`src/sv/rrip_pkg.sv`:
```
// shared constants, types and command codes for the rrip replacement core
package rrip_pkg;

   // cache geometry
   localparam int SET_COUNT = 1024;
   localparam int WAY_COUNT = 16;
   localparam int RRPV_BITS = 2;

   // field widths of the request and response beats
   localparam int OP_W  = 2;
   localparam int SET_W = 10;
   localparam int WAY_W = 4;

   // derived widths
   localparam int SET_AW = (SET_COUNT > 1) ? $clog2(SET_COUNT) : 1;
   localparam int WAY_AW = (WAY_COUNT > 1) ? $clog2(WAY_COUNT) : 1;
   localparam int ROW_W  = WAY_COUNT * RRPV_BITS;

   typedef logic [RRPV_BITS-1:0] rrpv_val_type;
   typedef logic [ROW_W-1:0]     row_type;
   typedef logic [SET_AW-1:0]    set_addr_type;
   typedef logic [WAY_AW-1:0]    way_addr_type;
   typedef logic [WAY_COUNT-1:0] way_mask_type;

   localparam rrpv_val_type RRPV_MAX  = '1;
   localparam rrpv_val_type RRPV_FILL = RRPV_MAX - rrpv_val_type'(1);

   // request operation codes
   localparam logic [OP_W-1:0] OP_VICTIM = 2'd0;
   localparam logic [OP_W-1:0] OP_HIT    = 2'd1;
   localparam logic [OP_W-1:0] OP_FILL   = 2'd2;

   // controller to datapath commands
   typedef struct packed {
      logic clr_wr;   // write one all-maximum row during the clearing pass
      logic capture;  // take the request beat and launch the row read
      logic eval;     // row data is back: find maximum and candidates
      logic commit;   // pick victim, write the row back, issue response
   } dp_cmd_type;

   // datapath to controller status
   typedef struct packed {
      logic clr_last; // clearing pass is at its last row
   } dp_sts_type;

endpackage

```
`src/sv/rrip_ctrl.sv`:
```
// controller state machine for the rrip replacement core
module rrip_ctrl (
   input  logic                 clock,
   input  logic                 reset,
   input  logic                 start,
   input  rrip_pkg::dp_sts_type sts,
   output rrip_pkg::dp_cmd_type cmd,
   output logic                 busy
);

   import rrip_pkg::*;

   typedef enum logic [3:0] {
      ST_CLEAR = 4'b0001,
      ST_IDLE  = 4'b0010,
      ST_READ  = 4'b0100,
      ST_WRITE = 4'b1000
   } state_type;

   state_type state_ff, state_in;

   always_comb begin
      state_in = state_ff;
      unique case (state_ff)
         ST_CLEAR: if (sts.clr_last) state_in = ST_IDLE;
         ST_IDLE:  if (start)        state_in = ST_READ;
         ST_READ:                    state_in = ST_WRITE;
         ST_WRITE:                   state_in = ST_IDLE;
         default:                    state_in = ST_CLEAR;
      endcase
   end

   always_ff @(posedge clock) begin
      if (reset) begin
         state_ff <= ST_CLEAR;
      end else begin
         state_ff <= state_in;
      end
   end

   assign cmd.clr_wr  = (state_ff == ST_CLEAR);
   assign cmd.capture = (state_ff == ST_IDLE) && start;
   assign cmd.eval    = (state_ff == ST_READ);
   assign cmd.commit  = (state_ff == ST_WRITE);
   assign busy        = (state_ff != ST_IDLE);

endmodule

```
`config.mk`:
```
export PLATFORM = sky130hd
export DESIGN_NAME = rrip_ctrl
export DESIGN_NICKNAME = d
export VERILOG_FILES = /design/src/sv/rrip_pkg.sv /design/src/sv/rrip_ctrl.sv
export SDC_FILE = /design/constraint.sdc
export NUM_CORES = 1
export LEC_CHECK = 0
export BUFFER_PORTS_ARGS = -buffer_cell sky130_fd_sc_hd__buf_2
export CAP_MARGIN = 15
export CORE_AREA = 2 2 39 41
export DETAILED_ROUTE_END_ITERATION = 10
export DIE_AREA = 0 0 41 43
export GPL_ROUTABILITY_DRIVEN = 0
export PLACE_DENSITY = 0.35
export RECOVER_POWER = 100
export SLEW_MARGIN = 30
export SYNTH_ARGS = -nofsm -noshare
export SYNTH_HDL_FRONTEND = slang
export SYNTH_SLANG_ARGS = --single-unit
```
`constraint.sdc`:
```
create_clock -name clock -period 3.33 [get_ports clock]
set_input_delay 0.4995 -clock clock [delete_from_list [all_inputs] [get_ports clock]]
set_output_delay 0.4995 -clock clock [all_outputs]
set_load 0.1 [all_outputs]
```
==> summary.md, run 1 <==
| Metric | Value |
|---|---|
| Latest clock arrival within the worst-skew pair | 230 ps |
| Vias in the first global route | 215 |
| Hold Crit Class | input pin to flop |
| CTS Hold Bufs | 0 |
| RSZ-0062 raised after global routing | no |
| Placed cells | 46 |
| PwrDens | 548.4 mW/mm^2 |
| HPWL after DPL | 400.9 um |
| P&R area growth vs syn | 31.07% |
| R2R Path Start | state_ff[1] |
| Max-cap violation count | 0 |
| Clock sink total | 4 |
| R2R Setup Slk | 2080 ps |
| Initial DRT Pass Iterations | 2 |
| Syn_nets | 26 |
| Final Skew | 0.9671 ps |
| Share of cells above drive strength 1 | 36.36% |
| Biggest register | state_ff |
| CP Cell Sequence | nor4b_2 -> clkbuf_1 |
| Fin util | 20.98% |
| Worst-Margin Slew | 1163 ps |
| Initial Util | 16.00% |
| Min-Delay Endpoint | state_ff[2] |
| # fillers | 161 |
| Avg Inst Size Synth | 10.07 um^2 |
| Final setup violation count | 0 |
| Synth cell types | 15 |
| WP data arrival | 1860 ps |
| Max FO, Critical Path | 6 |
| CP max stage delay | 900 ps |
| Layout Cells excl Fill | 49 |
| Clk slew on worst S/H paths | 40 ps |
| Buffers on Ports | 8 |
| Remaining Overflow, GRT | 0 |
| Post-synthesis sequential area ratio | 36.16% |
| Routed vias | 202 |
| Largest registers | state_ff x4 |
| Setup TNS Final | 0 ps |
| Root Buffer | clkbuf_4 |
| CORE AREA | 0.001384 mm^2 |
| Status | finished, final reports clean |
| HP Start | reset |
| Vias/cell | 4.122 |
| Hold Vio Cnt, Final | 0 |
| CTS Buffer Depth | 2 |
| H-tree depth | 1 |
| Post_cts resized | 0 |
| Final period util | 70.84% |
| WL/cell | 9.959 um |
| VDD IR-drop max | 0.1388 mV |
| Mapped Area | 221.5 um^2 |
| Static leakage | 0.0001212 uW |
| Die height | 43 um |
| Worst r2r path cells | 3 |
| Slowest cell on the critical path | clkbuf_1 |
| Initial antenna violation count | 0 |
| Slew Viols, Final | 0 |
| 1st-iter DRT viols | 1 |
| Die ar. | 0.001763 mm^2 |
| CTS buffer count | 3 |
| Post-DRT Antenna Nets | 0 |
| Num rows | 14 |
| Kind of critical path | flop to output port |
| Wire length of the first global-routing pass | 848 um |
| Synth Warn # | 0 |
| Max_slew headroom | 22.78% |
| Global Route Usage Sum | 8.124% |
| N_diodes | 0 |
| Total Wirelength | 488 um |
| Crit path launch type | flop |
| Largest net degree at the start of global routing | 7 |
| CTS tree | yes |
| Post-CTS setup buffer count | 0 |
| Cells after Synth | 22 |
| Die width | 41 um |
| I/O Pins | 9 |
| Largest register FFs | 4 |
| Worst path required time | 2830 ps |
| Reg2reg end | state_ff[1] |
| Post-layout min period | 2359 ps |
| Most frequent cells in the layout | 4 x buf_2, 4 x clkbuf_1, 4 x dfxtp_1 |
| Synthesized flop and latch total | 4 |
| Crit end category | output port |
| Min-Delay Path Depth | 2 |
| Drt drc | 0 |
| Fmax | 423.9 MHz |
| Nets | 39 |
## critical path: cells and delay by family, from the launching register on
| family | cells | cell delay, ps |
|---|---|---|
| buf+inv | 1 | 900 |
| simple gates | 1 | 310 |
| flops | 1 | 410 |
## metrics by stage
stage	worst slack, ps	instance area, um^2	power, uW	hold WS, ps
after floorplan	530.2	221.5	93.66	547.8
after global placement	1544	281.5	101.2	589.1
after detailed placement	1520	281.5	101.8	595.3
after CTS	1251	304.0	166.2	484.0
after global routing	877.3	290.3	172.7	481.2
final	971.1	290.3	159.2	492.3
## area by class of cell
type                            instances  area, um^2  area share [%]
Multi-Input combinational cell         15       121.4           41.81
Inverter                                3       11.26           3.879
Sequential cell                         4       80.08           27.59
Clock buffer                            3       22.52           7.759
Tap cell                               16       20.02           6.897
Timing Repair Buffer                    8       35.03           12.07
## cells in the mapped netlist
| master | instances | area share, % |
|---|---|---|
| inv_2 | 2 | 3.4 |
| nand2b_1 | 1 | 2.8 |
| nor4b_2 | 3 | 20 |
| nor3_1 | 1 | 2.3 |
| nor2_1 | 2 | 3.4 |
| xor2_1 | 1 | 4.0 |
| nor2b_1 | 1 | 2.8 |
| nor2_2 | 1 | 2.8 |
| a221o_1 | 1 | 4.5 |
| dfxtp_1 | 4 | 36 |
| a211oi_1 | 1 | 3.4 |
| a31oi_1 | 1 | 2.8 |
| inv_1 | 1 | 1.7 |
| nor3_2 | 1 | 4.5 |
| nand3b_2 | 1 | 5.1 |
## worst max path at each step
stage,depth (start not counted),end,startpoint
6_report,2,cmd[3],state_ff[0]
5_1_grt,4,cmd[1],state_ff[3]
4_1_cts,4,cmd[2],state_ff[1]
3_5_place_dp,4,cmd[2],state_ff[1]
3_3_place_gp,4,cmd[2],state_ff[2]
2_1_floorplan,3,cmd[2],state_ff[1]
## layer usage
metal | track usage (%) | share of wire [%] | vias up
met5 | 0 | 0 | -
met4 | 8.000 | 0.82 | 0
met1 | 7.051 | 42 | 91
li1 | - | - | 102
met2 | 10.63 | 49 | 7
met3 | 6.806 | 8.2 | 2
## power breakdown
part           total [uW]  leakage [uW]  internal [uW]  switching (uW)
sequential           55.7     0.0000327           51.1            4.57
combinational        43.2     0.0000746           10.8            32.4
clock                60.3     0.0000138           40.3            19.9
## logic make-up (layout without fill, tap and decap cells)
family	after synthesis	after routing	share of synthesized area (%)
AO/OA/AOI/OAI	3	3	10.74
XOR/XNOR	1	1	3.956
buffers and inverters	3	14	5.084
flip-flops	4	4	36.16
AND/OR/NAND/NOR	11	11	44.07
(Power assumes the default switching activity.)
==> run 2: changes to the inputs <==
- PLACE_DENSITY: 0.35 -> 0.36
- clock period: 3.33 -> 2.1 ns (I/O delays scaled with it)
==> run 2 against run 1 <==
Effect of this change:
- clock power up 51%
- via count down 4.5%
- clock skew down 0.50 ps
- critical path depth up 2
- critical endpoint is now cmd[2]
- highest routed layer is now met3
==> summary.md, run 2 (synthesis gave the netlist of run 1 again) <==
| Metric | Value |
|---|---|
| Hold Slack | 305.5 ps (was 492.3 ps) |
| Remaining Overflow, GRT | 0 (unchanged) |
| Routed vias | 193 (was 202) |
| CTS buffer count | 3 (unchanged) |
| Root Buffer | clkbuf_4 (unchanged) |
| VDD IR-drop max | 0.2118 mV (was 0.1388 mV) |
| CTS Buffer Depth | 2 (unchanged) |
| Kind of critical path | flop to output port (unchanged) |
| HPWL after DPL | 394 um (was 400.9 um) |
| WP data arrival | 1640 ps (was 1860 ps) |
| Initial Util | 16.00% (unchanged) |
| PwrDens | 783.8 mW/mm^2 (was 548.4 mW/mm^2) |
| Global Route Usage Sum | 7.035% (was 8.124%) |
| CTS tree | yes (unchanged) |
| Clock sink total | 4 (unchanged) |
| Crit path launch type | flop (unchanged) |
| I/O Pins | 9 (unchanged) |
| Largest registers | state_ff x4 (unchanged) |
| Nets | 39 (unchanged) |
| Die height | 43 um (unchanged) |
| Final period util | 93.20% |
| Most frequent cells in the layout | 4 x buf_2, 4 x clkbuf_2, 4 x dfxtp_1 (was 4 x buf_2, 4 x clkbuf_1, 4 x dfxtp_1) |
| CORE AREA | 0.001384 mm^2 (unchanged) |
| Post-CTS setup buffer count | 0 (unchanged) |
| Final Skew | 0.4656 ps (was 0.9671 ps) |
| CTS Hold Bufs | 0 (unchanged) |
| Buffers on Ports | 8 (unchanged) |
| Vias/cell | 3.939 (was 4.122) |
| Buf/Inv on CP | 2 (was 1) |
| Die width | 41 um (unchanged) |
| Vias in the first global route | 206 (was 215) |
| Final setup violation count | 0 (unchanged) |
| Total chip power | 256.0 uW (was 159.2 uW) |
| Crit end category | output port (unchanged) |
| Drt drc | 0 (unchanged) |
| Worst path required time | 1780 ps (was 2830 ps) |
| Max FO, Critical Path | 5 (was 6) |
| Wire length of the first global-routing pass | 807 um (was 848 um) |
| CP Cell Sequence | nor4b_2 -> inv_2 -> nor2_4 -> buf_2 (was nor4b_2 -> clkbuf_1) |
| Latest clock arrival within the worst-skew pair | 230 ps (about the same) |
| Worst-Margin Slew | 541.2 ps (was 1163 ps) |
| Total Wirelength | 444 um (was 488 um) |
| RSZ-0062 raised after global routing | no (unchanged) |
| Die ar. | 0.001763 mm^2 (unchanged) |
| Placed cells | 46 (unchanged) |
| Fmax | 510.9 MHz |
| Max_slew headroom | 64.07% (was 22.78%) |
| Post-layout min period | 1957 ps |
| Layout Cells excl Fill | 49 (unchanged) |
| FF/Latch Area | 80.08 um^2 (unchanged) |
| Share of cells above drive strength 1 | 54.55% (was 36.36%) |
| Num rows | 14 (unchanged) |
| Largest register FFs | 4 (unchanged) |
| Initial antenna violation count | 0 (unchanged) |
| Post-DRT Antenna Nets | 0 (unchanged) |
| Multi-input logic area | 152.6 um^2 (was 121.4 um^2) |
| Max-cap violation count | 0 (unchanged) |
| Static leakage | 0.0001444 uW (was 0.0001212 uW) |
| Top delay family on crit path | buffers and inverters (unchanged) |
| Slew Viols, Final | 0 (unchanged) |
| CP max stage delay | 470 ps (was 900 ps) |
| Largest net degree at the start of global routing | 7 (unchanged) |
| 1st-iter DRT viols | 1 (unchanged) |
| N_diodes | 0 (unchanged) |
| WL/cell | 9.061 um (was 9.959 um) |
| Hold Crit Class | input pin to flop (unchanged) |
| Hold Vio Cnt, Final | 0 (unchanged) |
| Setup TNS Final | 0 ps (unchanged) |
| P&R area growth vs syn | 47.46% (was 31.07%) |
| Status | finished, final reports clean (unchanged) |
| Post_cts resized | 0 (unchanged) |
| H-tree depth | 1 (unchanged) |
| Biggest register | state_ff (unchanged) |
| Slowest cell on the critical path | dfxtp_1 (was clkbuf_1) |
| Clk slew on worst S/H paths | 40 ps (about the same) |
| # fillers | 156 (was 161) |
| Initial DRT Pass Iterations | 2 (unchanged) |
## run 2: worst paths after layout
check | startpoint | to | slack [ps] | depth (start not counted)
hold / removal | reset | state_ff[3] | 310 | 2
setup reg to reg | state_ff[3] | state_ff[0] | 860 | 5
hold reg to reg | state_ff[2] | state_ff[3] | 620 | 2
setup / recovery | state_ff[1] | cmd[2] | 140 | 4
## run 2: per-layer routing
metal / GRT usage, % / vias up / part of all wire, %
li1: - / 103 / -
met1: 8.710 / 83 / 45
met2: 8.750 / 7 / 45
met3: 3.141 / 0 / 9.9
met4: 6.000 / 0 / 0
met5: 0 / - / 0
## run 2: layout make-up
| cell class | instances | share of cell area [%] |
|---|---|---|
| multi-input combinational | 15 | 46.74 |
| sequential | 4 | 24.52 |
| timing repair buffer | 8 | 12.26 |
| clock buffer | 3 | 6.897 |
| tap | 16 | 6.130 |
| inverter | 3 | 3.448 |
## run 2: stage by stage
step,setup slack [ps],instance area (um^2),util [%]
finish,142.7,326.6,23.60
global route,24.97,326.6,23.60
CTS,90.37,329.1,23.78
detailed placement,344.8,306.5,22.15
global placement,398.2,306.5,22.15
floorplan,141.3,246.5,-
## run 2: power by group
part	leakage [uW]	switching (uW)	internal, uW	total, uW
combinational	0.0000979	51.8	21.8	73.6
clock	0.0000138	27.7	63.7	91.3
sequential	0.0000327	9.91	81.1	91.1
total	0.000144	89.3	167	256
==> run 3: changes to the inputs <==
- CAP_MARGIN: 15 -> 20
- CTS_BUF_LIST: unset -> sky130_fd_sc_hd__clkbuf_16
- clock period: 2.1 -> 1.8 ns (I/O delays scaled with it)
==> run 3 against run 2 <==
Effect of this change:
- wire length increased by 15%
- sequential power is 17% higher
- worst setup slack got worse by 46 ps
- worst hold slack worse by 35 ps
- via count grew 10%
- non-clock buffer count did not move
- critical endpoint unchanged
- largest power group unchanged
- highest routed layer is now met4
==> summary.md, run 3 (synthesis gave the netlist of run 1 again) <==
| Metric | Value |
|---|---|
| Final period util | 94.64% |
| # fillers | 143 (was 156) |
| Post-layout min period | 1704 ps |
| Largest registers | state_ff x4 (unchanged) |
| Die height | 43 um (unchanged) |
| WP data arrival | 1430 ps (was 1640 ps) |
| Initial DRT Pass Iterations | 2 (unchanged) |
| CORE AREA | 0.001384 mm^2 (unchanged) |
| CP max stage delay | 470 ps (about the same) |
| CTS Hold Bufs | 0 (unchanged) |
| Max FO, Critical Path | 5 (unchanged) |
| Total Wirelength | 511 um (was 444 um) |
| Routed vias | 213 (was 193) |
| Top delay family on crit path | flip-flops (was buffers and inverters) |
| Max_slew headroom | 63.97% (was 64.07%) |
| Global Route Usage Sum | 7.847% (was 7.035%) |
| RSZ-0062 raised after global routing | no (unchanged) |
| Initial Util | 16.00% (unchanged) |
| Vias in the first global route | 210 (was 206) |
| Root Buffer | clkbuf_16 (was clkbuf_4) |
| Num rows | 14 (unchanged) |
| Final Skew | 0.6513 ps (was 0.4656 ps) |
| Remaining Overflow, GRT | 0 (unchanged) |
| Slew Viols, Final | 0 (unchanged) |
| HPWL after DPL | 419.7 um (was 394 um) |
| Slowest cell on the critical path | dfxtp_1 (unchanged) |
| CTS tree | yes (unchanged) |
| Final setup violation count | 0 (unchanged) |
| Clock sink total | 4 (unchanged) |
| Die width | 41 um (unchanged) |
| CTS Buffer Depth | 2 (unchanged) |
| Crit end category | output port (unchanged) |
| Worst-Margin Slew | 542.8 ps (was 541.2 ps) |
| Drt drc | 0 (unchanged) |
| Die ar. | 0.001763 mm^2 (unchanged) |
| Wire length of the first global-routing pass | 862 um (was 807 um) |
| Largest register FFs | 4 (unchanged) |
| PwrDens | 1349 mW/mm^2 (was 783.8 mW/mm^2) |
| Share of cells above drive strength 1 | 60.61% (was 54.55%) |
| Static leakage | 0.0001661 uW (was 0.0001444 uW) |
| 1st-iter DRT viols | 1 (unchanged) |
| Post_cts resized | 1 (was 0) |
| Status | finished, final reports clean (unchanged) |
| Clk slew on worst S/H paths | 30 ps (was 40 ps) |
| Max-cap violation count | 0 (unchanged) |
| WL/cell | 10.43 um (was 9.061 um) |
| Initial antenna violation count | 0 (unchanged) |
| Kind of critical path | flop to output port (unchanged) |
| Vias/cell | 4.347 (was 3.939) |
| Fmax | 587.0 MHz |
| Latest clock arrival within the worst-skew pair | 220 ps (was 230 ps) |
| Post-CTS setup buffer count | 0 (unchanged) |
| Hold Vio Cnt, Final | 0 (unchanged) |
| Hold Crit Class | input pin to flop (unchanged) |
| Most frequent cells in the layout | 4 x buf_2, 3 x clkbuf_16, 3 x dfxtp_1 (was 4 x buf_2, 4 x clkbuf_2, 4 x dfxtp_1) |
| Buffers on Ports | 8 (unchanged) |
| P&R area growth vs syn | 83.62% (was 47.46%) |
| Biggest register | state_ff (unchanged) |
| N_diodes | 0 (unchanged) |
| Setup WS pre-CTS | 207.4 ps (was 344.8 ps) |
| CTS buffer count | 3 (unchanged) |
| Hold Slack | 270.9 ps (was 305.5 ps) |
| Largest net degree at the start of global routing | 7 (unchanged) |
| VDD IR-drop max | 0.6276 mV (was 0.2118 mV) |
| CP Cell Sequence | nor4b_4 -> inv_4 -> nor2_4 -> buf_6 (was nor4b_2 -> inv_2 -> nor2_4 -> buf_2) |
| Crit path launch type | flop (unchanged) |
| Worst path required time | 1530 ps (was 1780 ps) |
| Commonest non-fill, non-tap cell in the layout | buf_2 |
| Nets | 39 (unchanged) |
| Buf/Inv on CP | 2 (unchanged) |
| I/O Pins | 9 (unchanged) |
| H-tree depth | 1 (unchanged) |
| Worst Slack Setup Final | 96.47 ps (was 142.7 ps) |
| Post-DRT Antenna Nets | 0 (unchanged) |
run 3: final cells by class:
class | count | area (um^2) | share of cell area (%)
flip-flops and latches | 4 | 81.33 | 20.00
repair buffers | 8 | 61.31 | 15.08
clock buffers | 3 | 75.07 | 18.46
well taps | 16 | 20.02 | 4.923
inverters | 3 | 13.76 | 3.385
multi-input cells | 15 | 155.1 | 38.15
run 3: final timing paths:
| check | startpoint | end | slack, ps | cells after the start |
|---|---|---|---|---|
| min | reset | state_ff[3] | 270 | 2 |
| min reg2reg | state_ff[2] | state_ff[3] | 610 | 2 |
| max reg2reg | state_ff[0] | state_ff[1] | 470 | 3 |
| max | state_ff[1] | cmd[2] | 100 | 4 |
run 3: per-stage QoR:
stage,instance area (um^2),TNS (ps),power [uW],util [%],instances
6_report,406.6,0,548.7,29.39,49
5_1_grt,406.6,0,568.6,29.39,49
4_1_cts,424.2,0,562.4,30.65,49
3_5_place_dp,340.3,0,214.2,24.59,46
3_3_place_gp,340.3,0,214.2,24.59,46
2_1_floorplan,250.2,-212.4,181.6,-,22
run 3: report_power, final:
group	internal, uW	total [uW]	switching (uW)
clock	283	339	56.0
sequential	94.8	107	12.5
combinational	38.4	102	63.9
total	416	549	132
run 3: metal layers:
| layer | global-route usage, % | up-vias | wire, um |
|---|---|---|---|
| met5 | 0 | - | 0 |
| met4 | 8.000 | 0 | 12 |
| met3 | 4.188 | 2 | 46 |
| met2 | 10.00 | 7 | 229 |
| met1 | 8.414 | 100 | 222 |
| li1 | - | 104 | - |
